**src/hdl/rtcsc_pkg.sv**
```systemverilog
// ----------------------------------------------------------------------------
// rtcsc_pkg
// Shared types and constants for the RTC smooth-calibration ppm converter.
// ----------------------------------------------------------------------------
package rtcsc_pkg;

  localparam logic signed [9:0] PpmMin = -10'sd488;
  localparam logic signed [9:0] PpmMax = 10'sd487;

  localparam int unsigned RemW = 30;  // dividend / partial remainder width
  localparam int unsigned DenW = 22;  // divisor width
  localparam int unsigned QuoW = 10;  // quotient width, quotient always < 2^QuoW

  localparam int unsigned StageBits = 2;
  localparam int unsigned NumDivStages = QuoW / StageBits;

  localparam logic [RemW-1:0] PlusNum   = 30'd512000000;  // 512 * 1e6
  localparam logic [DenW-1:0] Million   = 22'd1000000;
  localparam logic [20:0]     TwoMillion = 21'd2000000;
  localparam logic [20:0]     Window    = 21'd1048576;
  localparam logic [9:0]      PlusPulses = 10'd512;

  typedef enum logic {
    MODE_PPM_TO_CAL = 1'b0,
    MODE_CAL_TO_PPM = 1'b1
  } mode_e;

  typedef struct packed {
    mode_e              mode;
    logic signed [15:0] ppm_in;
    logic               plus_in;
    logic [8:0]         pulse_count_in;
  } in_t;

  typedef struct packed {
    logic signed [9:0] ppm_out;
    logic              plus_out;
    logic [8:0]        pulse_count_out;
  } out_t;

  // Item in flight through the divider pipeline
  typedef struct packed {
    mode_e             mode;
    logic              neg;
    logic              plus;
    logic [8:0]        cnt;
    logic signed [9:0] ppm;
    logic [RemW-1:0]   rem;
    logic [DenW-1:0]   den;
    logic [QuoW-1:0]   quo;
  } work_t;

endpackage

```
**src/hdl/rtcsc_prep.sv**
```systemverilog
// ----------------------------------------------------------------------------
// rtcsc_prep
// Clamps the request and forms dividend and divisor for either direction.
// ----------------------------------------------------------------------------
module rtcsc_prep (
  input  logic             clk_i,
  input  logic             rst_ni,
  input  logic             in_valid_i,
  output logic             in_ready_o,
  input  rtcsc_pkg::in_t   in_data_i,
  output logic             out_valid_o,
  input  logic             out_ready_i,
  output rtcsc_pkg::work_t out_data_o
);

  logic             valid_q;
  rtcsc_pkg::work_t data_q, data_d;

  always_comb begin
    logic signed [9:0] p;
    logic [8:0]        p9;
    logic [8:0]        a9;
    logic              pos;
    logic [9:0]        mag;
    logic [20:0]       d;

    if (in_data_i.ppm_in < 16'(rtcsc_pkg::PpmMin)) begin
      p = rtcsc_pkg::PpmMin;
    end else if (in_data_i.ppm_in > 16'(rtcsc_pkg::PpmMax)) begin
      p = rtcsc_pkg::PpmMax;
    end else begin
      p = in_data_i.ppm_in[9:0];
    end
    pos = !p[9] && (p != 10'sd0);
    p9  = p[8:0];
    a9  = 9'(-p);

    // mode 1 numerator magnitude and window length
    if (in_data_i.plus_in) begin
      mag = rtcsc_pkg::PlusPulses - 10'(in_data_i.pulse_count_in);
      d   = rtcsc_pkg::Window + 21'(in_data_i.pulse_count_in) - 21'(rtcsc_pkg::PlusPulses);
    end else begin
      mag = 10'(in_data_i.pulse_count_in);
      d   = rtcsc_pkg::Window + 21'(in_data_i.pulse_count_in);
    end

    data_d      = '0;
    data_d.mode = in_data_i.mode;
    data_d.ppm  = p;
    if (in_data_i.mode == rtcsc_pkg::MODE_CAL_TO_PPM) begin
      data_d.plus = in_data_i.plus_in;
      data_d.cnt  = in_data_i.pulse_count_in;
      data_d.neg  = !in_data_i.plus_in && (in_data_i.pulse_count_in != 9'd0);
      // round half away from zero: (2e6*mag + d) / (2d)
      data_d.rem  = 30'(30'(mag) * 30'(rtcsc_pkg::TwoMillion)) + 30'(d);
      data_d.den  = {d, 1'b0};
    end else if (pos) begin
      data_d.plus = 1'b1;
      // p * 1048064 = p*2^20 - p*2^9
      data_d.rem  = rtcsc_pkg::PlusNum - ((30'(p9) << 20) - (30'(p9) << 9));
      data_d.den  = rtcsc_pkg::Million + 22'(p9);
    end else begin
      data_d.plus = 1'b0;
      data_d.rem  = 30'(a9) << 20;
      data_d.den  = rtcsc_pkg::Million - 22'(a9);
    end
  end

  assign in_ready_o = !valid_q || out_ready_i;

  always_ff @(posedge clk_i or negedge rst_ni) begin
    if (!rst_ni) begin
      valid_q <= 1'b0;
    end else if (in_ready_o) begin
      valid_q <= in_valid_i;
    end
  end

  always_ff @(posedge clk_i) begin
    if (in_valid_i && in_ready_o) begin
      data_q <= data_d;
    end
  end

  assign out_valid_o = valid_q;
  assign out_data_o  = data_q;

endmodule

```
**src/hdl/rtcsc_div_stage.sv**
```systemverilog
// ----------------------------------------------------------------------------
// rtcsc_div_stage
// One registered slice of the restoring divider: StageBits quotient bits.
// ----------------------------------------------------------------------------
module rtcsc_div_stage #(
  parameter int unsigned FirstBit = rtcsc_pkg::QuoW - 1
) (
  input  logic             clk_i,
  input  logic             rst_ni,
  input  logic             in_valid_i,
  output logic             in_ready_o,
  input  rtcsc_pkg::work_t in_data_i,
  output logic             out_valid_o,
  input  logic             out_ready_i,
  output rtcsc_pkg::work_t out_data_o
);

  logic             valid_q;
  rtcsc_pkg::work_t data_q, data_d;

  always_comb begin
    logic [31:0] sub;
    data_d = in_data_i;
    for (int j = 0; j < int'(rtcsc_pkg::StageBits); j++) begin
      sub = 32'(data_d.den) << (FirstBit - j);
      if (32'(data_d.rem) >= sub) begin
        data_d.rem              = data_d.rem - sub[rtcsc_pkg::RemW-1:0];
        data_d.quo[FirstBit-j]  = 1'b1;
      end
    end
  end

  assign in_ready_o = !valid_q || out_ready_i;

  always_ff @(posedge clk_i or negedge rst_ni) begin
    if (!rst_ni) begin
      valid_q <= 1'b0;
    end else if (in_ready_o) begin
      valid_q <= in_valid_i;
    end
  end

  always_ff @(posedge clk_i) begin
    if (in_valid_i && in_ready_o) begin
      data_q <= data_d;
    end
  end

  assign out_valid_o = valid_q;
  assign out_data_o  = data_q;

endmodule

```
**src/hdl/rtcsc_post.sv**
```systemverilog
// ----------------------------------------------------------------------------
// rtcsc_post
// Signs and clamps the quotient in cal-to-ppm mode; registers the result.
// ----------------------------------------------------------------------------
module rtcsc_post (
  input  logic             clk_i,
  input  logic             rst_ni,
  input  logic             in_valid_i,
  output logic             in_ready_o,
  input  rtcsc_pkg::work_t in_data_i,
  output logic             out_valid_o,
  input  logic             out_ready_i,
  output rtcsc_pkg::out_t  out_data_o
);

  logic            valid_q;
  rtcsc_pkg::out_t data_q, data_d;

  always_comb begin
    logic signed [9:0] q;
    if (in_data_i.neg) begin
      if (in_data_i.quo > 10'd488) begin
        q = rtcsc_pkg::PpmMin;
      end else begin
        q = -$signed(in_data_i.quo);
      end
    end else begin
      if (in_data_i.quo > 10'd487) begin
        q = rtcsc_pkg::PpmMax;
      end else begin
        q = $signed(in_data_i.quo);
      end
    end

    if (in_data_i.mode == rtcsc_pkg::MODE_CAL_TO_PPM) begin
      data_d.ppm_out         = q;
      data_d.plus_out        = in_data_i.plus;
      data_d.pulse_count_out = in_data_i.cnt;
    end else begin
      data_d.ppm_out         = in_data_i.ppm;
      data_d.plus_out        = in_data_i.plus;
      data_d.pulse_count_out = in_data_i.quo[8:0];
    end
  end

  assign in_ready_o = !valid_q || out_ready_i;

  always_ff @(posedge clk_i or negedge rst_ni) begin
    if (!rst_ni) begin
      valid_q <= 1'b0;
    end else if (in_ready_o) begin
      valid_q <= in_valid_i;
    end
  end

  always_ff @(posedge clk_i) begin
    if (in_valid_i && in_ready_o) begin
      data_q <= data_d;
    end
  end

  assign out_valid_o = valid_q;
  assign out_data_o  = data_q;

endmodule

```
**src/hdl/rtc_smooth_calibration_ppm_convert.sv**
```systemverilog
// ----------------------------------------------------------------------------
// rtc_smooth_calibration_ppm_convert
// An input transaction passes through the registers prep, 5 divider slices and
// output register. Throughput: one transaction per cycle while out_ready_i
// does not stall the pipeline; the 10-bit quotient is resolved 2 bits per slice.
// Reset clears only the stage valid flags; the pipeline is empty after reset.
// ----------------------------------------------------------------------------
module rtc_smooth_calibration_ppm_convert (
  input  logic            clk_i,
  input  logic            rst_ni,
  input  logic            in_valid_i,
  output logic            in_ready_o,
  input  rtcsc_pkg::in_t  in_data_i,
  output logic            out_valid_o,
  input  logic            out_ready_i,
  output rtcsc_pkg::out_t out_data_o
);

  localparam int unsigned N = rtcsc_pkg::NumDivStages;

  logic             valid[N+1];
  logic             ready[N+1];
  rtcsc_pkg::work_t data[N+1];

  rtcsc_prep u_prep (
    .clk_i       (clk_i),
    .rst_ni      (rst_ni),
    .in_valid_i  (in_valid_i),
    .in_ready_o  (in_ready_o),
    .in_data_i   (in_data_i),
    .out_valid_o (valid[0]),
    .out_ready_i (ready[0]),
    .out_data_o  (data[0])
  );

  for (genvar g = 0; g < N; g++) begin : g_div
    rtcsc_div_stage #(
      .FirstBit (rtcsc_pkg::QuoW - 1 - g * rtcsc_pkg::StageBits)
    ) u_stage (
      .clk_i       (clk_i),
      .rst_ni      (rst_ni),
      .in_valid_i  (valid[g]),
      .in_ready_o  (ready[g]),
      .in_data_i   (data[g]),
      .out_valid_o (valid[g+1]),
      .out_ready_i (ready[g+1]),
      .out_data_o  (data[g+1])
    );
  end

  rtcsc_post u_post (
    .clk_i       (clk_i),
    .rst_ni      (rst_ni),
    .in_valid_i  (valid[N]),
    .in_ready_o  (ready[N]),
    .in_data_i   (data[N]),
    .out_valid_o (out_valid_o),
    .out_ready_i (out_ready_i),
    .out_data_o  (out_data_o)
  );

endmodule
```
**config.mk**
```make
export PLATFORM = sky130hd
export DESIGN_NAME = rtc_smooth_calibration_ppm_convert
export DESIGN_NICKNAME = d
export VERILOG_FILES = /design/src/hdl/rtcsc_pkg.sv /design/src/hdl/rtcsc_prep.sv /design/src/hdl/rtcsc_div_stage.sv /design/src/hdl/rtcsc_post.sv /design/src/hdl/rtc_smooth_calibration_ppm_convert.sv
export SDC_FILE = /design/constraint.sdc
export NUM_CORES = 1
export LEC_CHECK = 0
export BUFFER_PORTS_ARGS = -buffer_cell sky130_fd_sc_hd__buf_4
export CAP_MARGIN = 20
export CORE_UTILIZATION = 30
export CTS_CLUSTER_DIAMETER = 40
export DETAILED_ROUTE_END_ITERATION = 6
export PLACE_DENSITY_LB_ADDON = 0.08
export SLEW_MARGIN = 20
export SYNTH_ARGS = -nofsm -noshare
export SYNTH_HDL_FRONTEND = slang
export SYNTH_SLANG_ARGS = --single-unit
```
**constraint.sdc**
```tcl
create_clock -name clk_i -period 11.7 [get_ports clk_i]
set_input_delay 1.755 -clock clk_i [delete_from_list [all_inputs] [get_ports clk_i]]
set_output_delay 1.755 -clock clk_i [all_outputs]
set_load 0.005 [all_outputs]
```
==> metrics.md, run 1 <==
| Metric | Value |
|---|---|
| Crit path top cell by count | ha_1 |
| WL per Instance | between 15 and 20 um |
| Hold slack | between 0.4 and 0.5 ns |
| Via count | about 23000 |
| Seq/Total Area, Yosys | 0.379 |
| Syn nets | ~3400 |
| Setup tns final | 0 ns |
| Most common cell in the netlist | edfxtp_1 |
| Worst relative slew slack | 0.273 |
| Ant diodes | 0 |
| Setup Skew | around 0.04 ns |
| Critical Path End Type | register |
| Yosys reg bits | 383 |
| Core Box Area | 100000 um^2 |
| WS Path Type | input port to register |
| Post-synth top cells | edfxtp_1 (376), ha_1 (331), a21oi_1 (238), inv_1 (232), nor2_1 (215) |
| CP startpoint kind | input port |
| Total Die Area | between 100000 and 150000 um^2 |
| Top cells by area, synth | edfxtp_1 (37%), ha_1 (14%), mux2_2 (4.4%), xnor2_1 (4.3%), a21oi_1 (3.9%) |
| Yosys warns | 0 |
| Worst min path class | register to register |
| Synth async-reset ratio | 0.0183 |
| Top delay family on crit path | compound AO/OA/AOI/OAI gates |
| CTS Buf Count | between 70 and 80 |
| Status | complete, no violations |
| Layout cells sized above 1 | 0.118 |
| Cell Rows | between 100 and 150 |
| Routed wire length | between 80000 and 90000 um |
| DR DRC count | 0 |
| CP Data Arrival Time | 8.58 ns |
| Post-cts gate resize count | 0 |
| RSZ-0062 raised after global routing | no |
| CP max stage delay | 0.63 ns |
| Fmax | 122 MHz |
| CP max stage cell | a2111oi_0 |
| Clock Latency Late Sink | between 0.6 and 0.7 ns |
| Post-CTS Setup Inserts | 0 |
| Synth cell types | 93 |
| Largest net degree at the start of global routing | a little under 70 |
| ANT nets after route | 0 |
| # hold bufs at CTS | 0 |
| GR Overflow Total | 0 |
| Clock slew at reported path FFs | around 0.05 ns |
| RD Place Congestion | a little under 0.9 |
| IO Port Bufs | 52 |
| # IOs | 53 |
| Vias/cell | slightly above 5 |
| GRT Total Usage | 0.163 |
| Final Net Count | around 3500 |
| Initial core utilization | 0.303 |
| 1st-iter DRT viols | between 1000 and 1500 |
| Post-synth EDFFs | approximately 380 |
| Slew Limit Fails | 0 |
| Area share of the largest cell type after synthesis | 0.373 |
| Syn avg cell area | approximately 10 um^2 |
| Final Cycle Share | 0.701 |
| Router iterations before antenna repair | 5 |
| Die height | roughly 320 um |
| CTS tree | yes |
| HPWL Detailed | between 60000 and 70000 um |
| Worst Max-Slew Pin Slew | roughly 1.1 ns |
| Worst-path fanout max | 8 |
| Mapped cell area | roughly 30000 um^2 |
| Die extent in x | roughly 320 um |
| WP buf/inv | 5 |
| Post-synthesis cell count | 3006 |
| Max-cap violations | 0 |
| Post-synth top flop | edfxtp_1 |
| First-pass GRT wire length | between 100000 and 150000 um |
| Root buf cell | clkbuf_16 |
| Vias in the first global route | ~23000 |
| Final Hold Violating Endpoints | 0 |
| Final setup fails | 0 |
| Post-route minimum period | ~8.2 ns |
| Clock Tree Buf Depth | 3 |
| Post-synth top area cell | edfxtp_1 |
| Worst path required time | approximately 12 ns |
| Htree depth | 3 |
| Clock sinks | about 380 |
| Initial antenna violation count | 0 |
| Area added between synthesis and finish | 14.4% |
-- routing by layer --
layer	vias to the layer above	wire, um	global-route usage	share of wire
li1	11400	-	-	-
met1	11000	38500	0.205	0.46
met2	355	41400	0.289	0.49
met3	116	2040	0.0197	0.024
met4	0	2050	0.0496	0.024
met5	-	0	0	0
-- logic make-up (layout without fill, tap and decap cells) --
group                    Yosys count  count (layout)  share of synthesized area
AND/OR/NAND/NOR                  786             786                      0.129
AO/OA/AOI/OAI                    806             806                      0.174
multiplexers                     150             150                     0.0571
flip-flops                       383             383                      0.379
adder cells (fa/ha/maj)          364             364                      0.159
XOR/XNOR                         219             219                     0.0633
buffers and inverters            298             436                     0.0392
-- layout by cell type (no fill, tap or decap), types with 22 or more instances in the layout --
cell       netlist  layout
edfxtp_1       376     376
ha_1           331     331
a21oi_1        238     238
inv_1          232     232
nor2_1         215     215
nand2_1        183     183
o21ai_0        154     154
xnor2_1        150     150
mux2_2         117     117
a21o_1          80      80
clkbuf_16        0      73
xor2_1          69      69
buf_4            3      69
nor3_1          54      54
nand3_1         51      51
o21a_1          49      49
a211oi_1        39      39
nand2b_1        36      36
nand4_1         36      36
fa_1            33      33
and2_1          34      31
o31ai_1         28      28
or3_1           27      27
nor2b_1         27      25
nor4_1          23      23
and3_1          22      22
o21bai_1        22      22
a31oi_1         23      22
-- metrics by stage --
step                instances   util  setup WS [ns]  instance area [um^2]
finish                   4442  0.347           3.50                 34700
global route             4442  0.347           2.88                 34700
CTS                      4441  0.346           3.55                 34600
detailed placement       4310  0.322           2.88                 32200
global placement         4310  0.322           2.94                 32200
floorplan                3006      -           4.02                 30300
-- path summary, 6_finish.rpt --
path	startpoint	endpoint	slack, ns	depth (start not counted)
hold reg to reg	u_prep.out_data_o[69]	g_div[0].u_stage.out_data_o[69]	0.41	0
hold / removal	u_prep.out_data_o[69]	g_div[0].u_stage.out_data_o[69]	0.41	0
setup / recovery	in_data_i[0]	u_prep.out_data_o[61]	3.50	26
setup reg to reg	u_prep.out_data_o[41]	g_div[0].u_stage.out_data_o[52]	4.31	23
max in group asynchronous	rst_ni	g_div[0].u_stage.out_valid_o	10.64	1
min in group asynchronous	rst_ni	g_div[2].u_stage.out_valid_o	0.93	1
-- area by class of cell --
cell class / count / area, um^2
fillers: 10100 / 65300
multi-input cells: 2325 / 17700
repair buffers: 70 / 533
clock buffers: 78 / 1850
flip-flops and latches: 383 / 11500
well taps: 1298 / 1620
clock inverters: 53 / 631
inverters: 235 / 882
-- state kept, by name, summed over array words and instances, names as in the netlist --
signal,count
g_div.u_stage.out_data_o,297
g_div.u_stage.out_valid_o,5
u_post.out_data_o,20
u_post.out_valid_o,1
u_prep.out_data_o,59
u_prep.out_valid_o,1
Power of run 1 is not shown: default switching activity piles up to over one toggle a cycle in this logic, so the estimate is an artifact.
==> inputs of run 2 (changes only) <==
Clock period 11.7 ns to 6.6 ns, I/O delays scaled along.
==> metrics.md, run 2 (synthesis results as in run 1) <==
| Metric | Value |
|---|---|
| Max-cap violations | 0 |
| WL per Instance | 18.3 um |
| Worst relative slew slack | 0.278 |
| First-pass GRT wire length | around 130000 um |
| Core Box Area | between 100000 and 150000 um^2 |
| Die extent in x | 320 um |
| CTS Buf Count | 67 |
| Critical Path End Type | register |
| Cell-by-cell listing of the critical path | buf_4 -> or3_1 -> o31ai_1 -> xnor2_1 -> inv_1 -> ha_1 -> fa_1 -> inv_1 -> fa_1 -> inv_1 -> fa_1 -> ha_1 -> ha_1 -> nor2_1 -> inv_1 -> a2111o_1 -> a211o_1 -> a2111oi_0 -> a41oi_1 -> a211oi_2 -> xnor2_1 -> a22o_1 |
| Worst path required time | 6.98 ns |
| Root buf cell | clkbuf_16 |
| Final Cycle Share | 0.942 |
| Largest net degree at the start of global routing | between 60 and 70 |
| Vias in the first global route | between 20000 and 25000 |
| RD Place Congestion | approximately 0.86 |
| GR Overflow Total | 0 |
| Slew Limit Fails | 0 |
| Initial core utilization | 0.303 |
| Status | complete, no violations |
| DR DRC count | 0 |
| Crit path top cell by count | inv_1 |
| Clock sinks | about 380 |
| CP max stage cell | fa_1 |
| Final setup fails | 0 |
| Initial antenna violation count | 0 |
| Flip-flop count of the largest register after layout | between 200 and 300 |
| Worst flop-to-flop path startpoint | g_div[2].u_stage.out_data_o[30] |
| Worst Max-Slew Pin Slew | 1.07 ns |
| Reg2reg setup slack | about 0.38 ns |
| 1st-iter DRT viols | 1112 |
| Worst min path class | input port to async pin |
| CTS tree | yes |
| Final Net Count | approximately 3600 |
| HPWL Detailed | 68300 um |
| CP Launch Point | in_data_i[0] |
| RSZ-0062 raised after global routing | no |
| Cell Rows | around 120 |
| Placed cell count | between 4000 and 5000 |
| Clock Latency Late Sink | 0.63 ns |
| Via count | roughly 23000 |
| Clock Tree Buf Depth | 3 |
| Vias/cell | just over 5 |
| Final Hold Violating Endpoints | 0 |
| CP startpoint kind | input port |
| Post-route minimum period | between 6 and 7 ns |
| Htree depth | 3 |
| RR Endpoint | g_div[3].u_stage.out_data_o[51] |
| Die height | roughly 320 um |
| CP Data Arrival Time | 6.60 ns |
| Router iterations before antenna repair | 5 |
| Final Non-Filler Cells | around 4600 |
| IO Port Bufs | 52 |
| Most frequent cells in the layout | edfxtp_1 (376), ha_1 (330), a21oi_1 (238) |
| Setup Skew | 0.0513 ns |
| Worst-path fanout max | 4 |
| Total Die Area | 102000 um^2 |
| ANT nets after route | 0 |
| Most common cell after layout, fill and taps aside | edfxtp_1 |
| # IOs | 53 |
| Area added between synthesis and finish | 18.5% |
| Worst R2R Path Depth | 21 |
| Ant diodes | 0 |
| CP max stage delay | between 0.5 and 0.6 ns |
| Routed wire length | around 84000 um |
| WS Path Type | input port to register |
| Clock slew at reported path FFs | about 0.050 ns |
| Layout cells sized above 1 | 0.161 |
| GRT Total Usage | 0.164 |
| Fmax | around 160 MHz |
-- run 2: cell types whose count changed in the layout (fill, tap and decap cells not counted), moves of 4 or more --
| cell | delta |
|---|---|
| buf_12 | +5 |
| clkbuf_16 | -6 |
| clkinv_1 | -7 |
| inv_6 | -4 |
| buf_4 | +155 |
| clkbuf_1 | +6 |
-- run 2: layer usage --
layer  routed length [um]  track usage  part of all wire  up-vias
met1                38200        0.201              0.46    11200
met4                 2390       0.0579             0.029        0
li1                     -            -                 -    11700
met5                    0            0                 0        -
met2                41400        0.297              0.49      280
met3                 1800       0.0169             0.021      107
-- run 2: timing repair --
item / CTS / global route
hold buffers: 0 / 0
hold endpoints to repair: 0 / 0
endpoints found under the setup margin: 0 / 46
resized for setup: 0 / 9
buffers inserted: 0 / 1
-- run 2: area by class of cell --
| class | count | area [um^2] |
|---|---|---|
| well taps | 1298 | 1620 |
| flip-flops and latches | 383 | 11500 |
| multi-input cells | 2325 | 17800 |
| fillers | 9960 | 64100 |
| clock buffers | 78 | 1720 |
| clock inverters | 41 | 627 |
| repair buffers | 230 | 1790 |
| inverters | 235 | 888 |
-- run 2: worst max-delay path by stage --
stage,cells past startpoint,to
after detailed placement,27,u_prep.out_data_o[61]
after floorplan,21,u_prep.out_data_o[61]
after global placement,25,u_prep.out_data_o[61]
final,22,u_prep.out_data_o[61]
after CTS,19,g_div[4].u_stage.out_data_o[0]
after global routing,22,g_div[1].u_stage.out_data_o[38]
-- run 2: per-stage QoR --
step	worst slack (ns)	hold WS, ns	util	instance area (um^2)	setup TNS [ns]
6_report	0.380	0.161	0.359	35900	0
5_1_grt	0.0156	0.138	0.359	35900	0
4_1_cts	0.163	0.111	0.358	35800	0
3_5_place_dp	-0.292	0.405	0.335	33500	-0.675
3_3_place_gp	-0.220	0.403	0.335	33500	-0.472
2_1_floorplan	0.0359	0.400	-	30300	0
-- run 2: critical path: cells and delay by family --
family          cells  cell delay (ns)
compound gates      7             1.99
xor+xnor            2             0.39
fa+ha+maj           6             2.27
buf+inv             5             0.45
simple gates        2             0.49
Power of run 2 is left out for the same reason.
==> inputs of run 3 (changes only) <==
Settings changed: CORE_UTILIZATION 30 to 55.
==> metrics.md, run 3 (synthesis results as in run 1) <==
| Metric | Value |
|---|---|
| GR Overflow Total | 0 |
| Clock Tree Buf Depth | 3 |
| Fmax | roughly 160 MHz |
| Flip-flop count of the largest register after layout | 297 |
| CTS tree | yes |
| Max-cap violations | 0 |
| Clock sinks | ~380 |
| Vias/cell | about 6.0 |
| Status | complete, no violations |
| Worst flop-to-flop path startpoint | g_div[1].u_stage.out_data_o[11] |
| Filler instances | between 4000 and 5000 |
| Worst-path fanout max | 3 |
| # hold bufs at CTS | 0 |
| DR DRC count | 0 |
| RSZ-0062 raised after global routing | no |
| Clock slew at reported path FFs | around 0.06 ns |
| Routed wire length | between 70000 and 80000 um |
| Worst relative slew slack | 0.335 |
| Final setup fails | 0 |
| HPWL Detailed | ~60000 um |
| Cell Rows | 85 |
| 1st-iter DRT viols | roughly 1400 |
| Ant diodes | 0 |
| ANT nets after route | 0 |
| Most frequent cells in the layout | edfxtp_1 (376), ha_1 (329), a21oi_1 (238) |
| Clock Latency Late Sink | a little over 0.6 ns |
| Root buf cell | clkbuf_16 |
| CP Data Arrival Time | between 6 and 7 ns |
| Router iterations before antenna repair | 5 |
| First-pass GRT wire length | between 100000 and 150000 um |
| CP Launch Point | in_data_i[5] |
| Total Die Area | roughly 56000 um^2 |
| Via count | approximately 23000 |
| Setup Skew | about 0.041 ns |
| CTS Buf Count | 53 |
| Worst Max-Slew Pin Slew | 0.994 ns |
| Post-route minimum period | 6.25 ns |
| Vias in the first global route | between 20000 and 25000 |
| Critical Path End Type | register |
| Core Box Area | ~54000 um^2 |
| Layout cells sized above 1 | 0.138 |
| Die height | around 240 um |
| Most common cell after layout, fill and taps aside | edfxtp_1 |
| Reg2reg setup slack | approximately 0.36 ns |
| Die extent in x | between 200 and 250 um |
| Final Cycle Share | 0.947 |
| Initial core utilization | 0.559 |
| Area added between synthesis and finish | 12.4% |
| IO Port Bufs | 52 |
| Initial antenna violation count | 0 |
| Worst R2R Path Depth | 19 |
| Final worst slack | ~0.35 ns |
| # IOs | 53 |
| Setup WS pre-CTS | -0.252 ns |
| Worst min path class | input port to async pin |
| WL per Instance | about 19 um |
| Final Hold Violating Endpoints | 0 |
| Worst path required time | 6.97 ns |
| Largest net degree at the start of global routing | 73 |
| Final Net Count | about 3500 |
| WS Path Type | input port to register |
| CP startpoint kind | input port |
| Htree depth | 2 |
| Hold slack | ~0.17 ns |
| GRT Total Usage | 0.264 |
| RR Endpoint | g_div[2].u_stage.out_data_o[61] |
| RD Place Congestion | between 0.9 and 1 |
| Slew Limit Fails | 0 |
[run 3: changes by cell type in the layout (fill, tap and decap cells not counted), moves of 2 or more]
cell / previous run / this run
buf_4: 224 / 148
clkbuf_16: 67 / 53
clkbuf_1: 11 / 1
clkinv_1: 5 / 9
clkinvlp_4: 5 / 8
bufinv_16: 9 / 7
clkinv_16: 4 / 2
clkinv_2: 4 / 6
inv_1: 231 / 229
inv_16: 3 / 1
[run 3: worst max path at each step]
stage / cells past startpoint / slack (ns) / to
finish: 26 / 0.35 / u_prep.out_data_o[61]
global route: 21 / 0.02 / g_div[1].u_stage.out_data_o[55]
CTS: 20 / 0.12 / g_div[3].u_stage.out_data_o[44]
detailed placement: 26 / -0.25 / u_prep.out_data_o[61]
global placement: 26 / -0.09 / u_prep.out_data_o[61]
floorplan: 21 / 0.04 / u_prep.out_data_o[61]
[run 3: per-layer routing]
layer  wire length (um)  up-vias  part of all wire  GRT usage
met5                  0        -                 0          0
met4               2700        0             0.037      0.102
met3               2650      151             0.036     0.0281
met2              36300      515              0.49      0.466
met1              32000    11200              0.43      0.333
li1                   -    11500                 -          -
[run 3: timing repair]
| item | CTS | global route |
|---|---|---|
| setup buffers | 0 | 2 |
| resized for setup | 0 | 11 |
| setup endpoints to repair | 0 | 81 |
[run 3: through the flow]
stage	TNS [ns]	utilization	cell area (um^2)	std cells
after floorplan	0	-	30300	3006
after global placement	-0.0908	0.593	32100	3789
after detailed placement	-0.472	0.593	32100	3789
after CTS	0	0.627	34000	3887
after global routing	0	0.629	34000	3889
final	0	0.629	34000	3889
[run 3: worst max-delay path, stage by stage]
cell and delay (ns):
buf_4 0.11, or4_1 0.58, nor3_1 0.17, ha_1 0.26, nand2_1 0.06, o21ai_1 0.09
ha_1 0.32, ha_1 0.28, inv_1 0.05, fa_1 0.49, inv_1 0.04, ha_1 0.29
o21a_1 0.23, o21ai_0 0.16, a21oi_1 0.08, xor2_1 0.16, ha_1 0.32, o21a_1 0.15
nor2_1 0.06, nor4_1 0.41, o211ai_1 0.21, a2111oi_2 0.40, nand4_1 0.18, a211oi_2 0.20
xnor2_1 0.10, a22o_1 0.23
[run 3: layout make-up]
| cell class | count | area (um^2) | share of cell area |
|---|---|---|---|
| Clock buffer | 54 | 1330 | 0.0391 |
| Clock inverter | 44 | 527 | 0.0155 |
| Inverter | 235 | 896 | 0.0263 |
| Multi-Input combinational cell | 2325 | 17800 | 0.522 |
| Sequential cell | 383 | 11500 | 0.337 |
| Tap cell | 696 | 871 | 0.0256 |
| Timing Repair Buffer | 152 | 1190 | 0.0350 |
Power of run 3 is left out for the same reason.
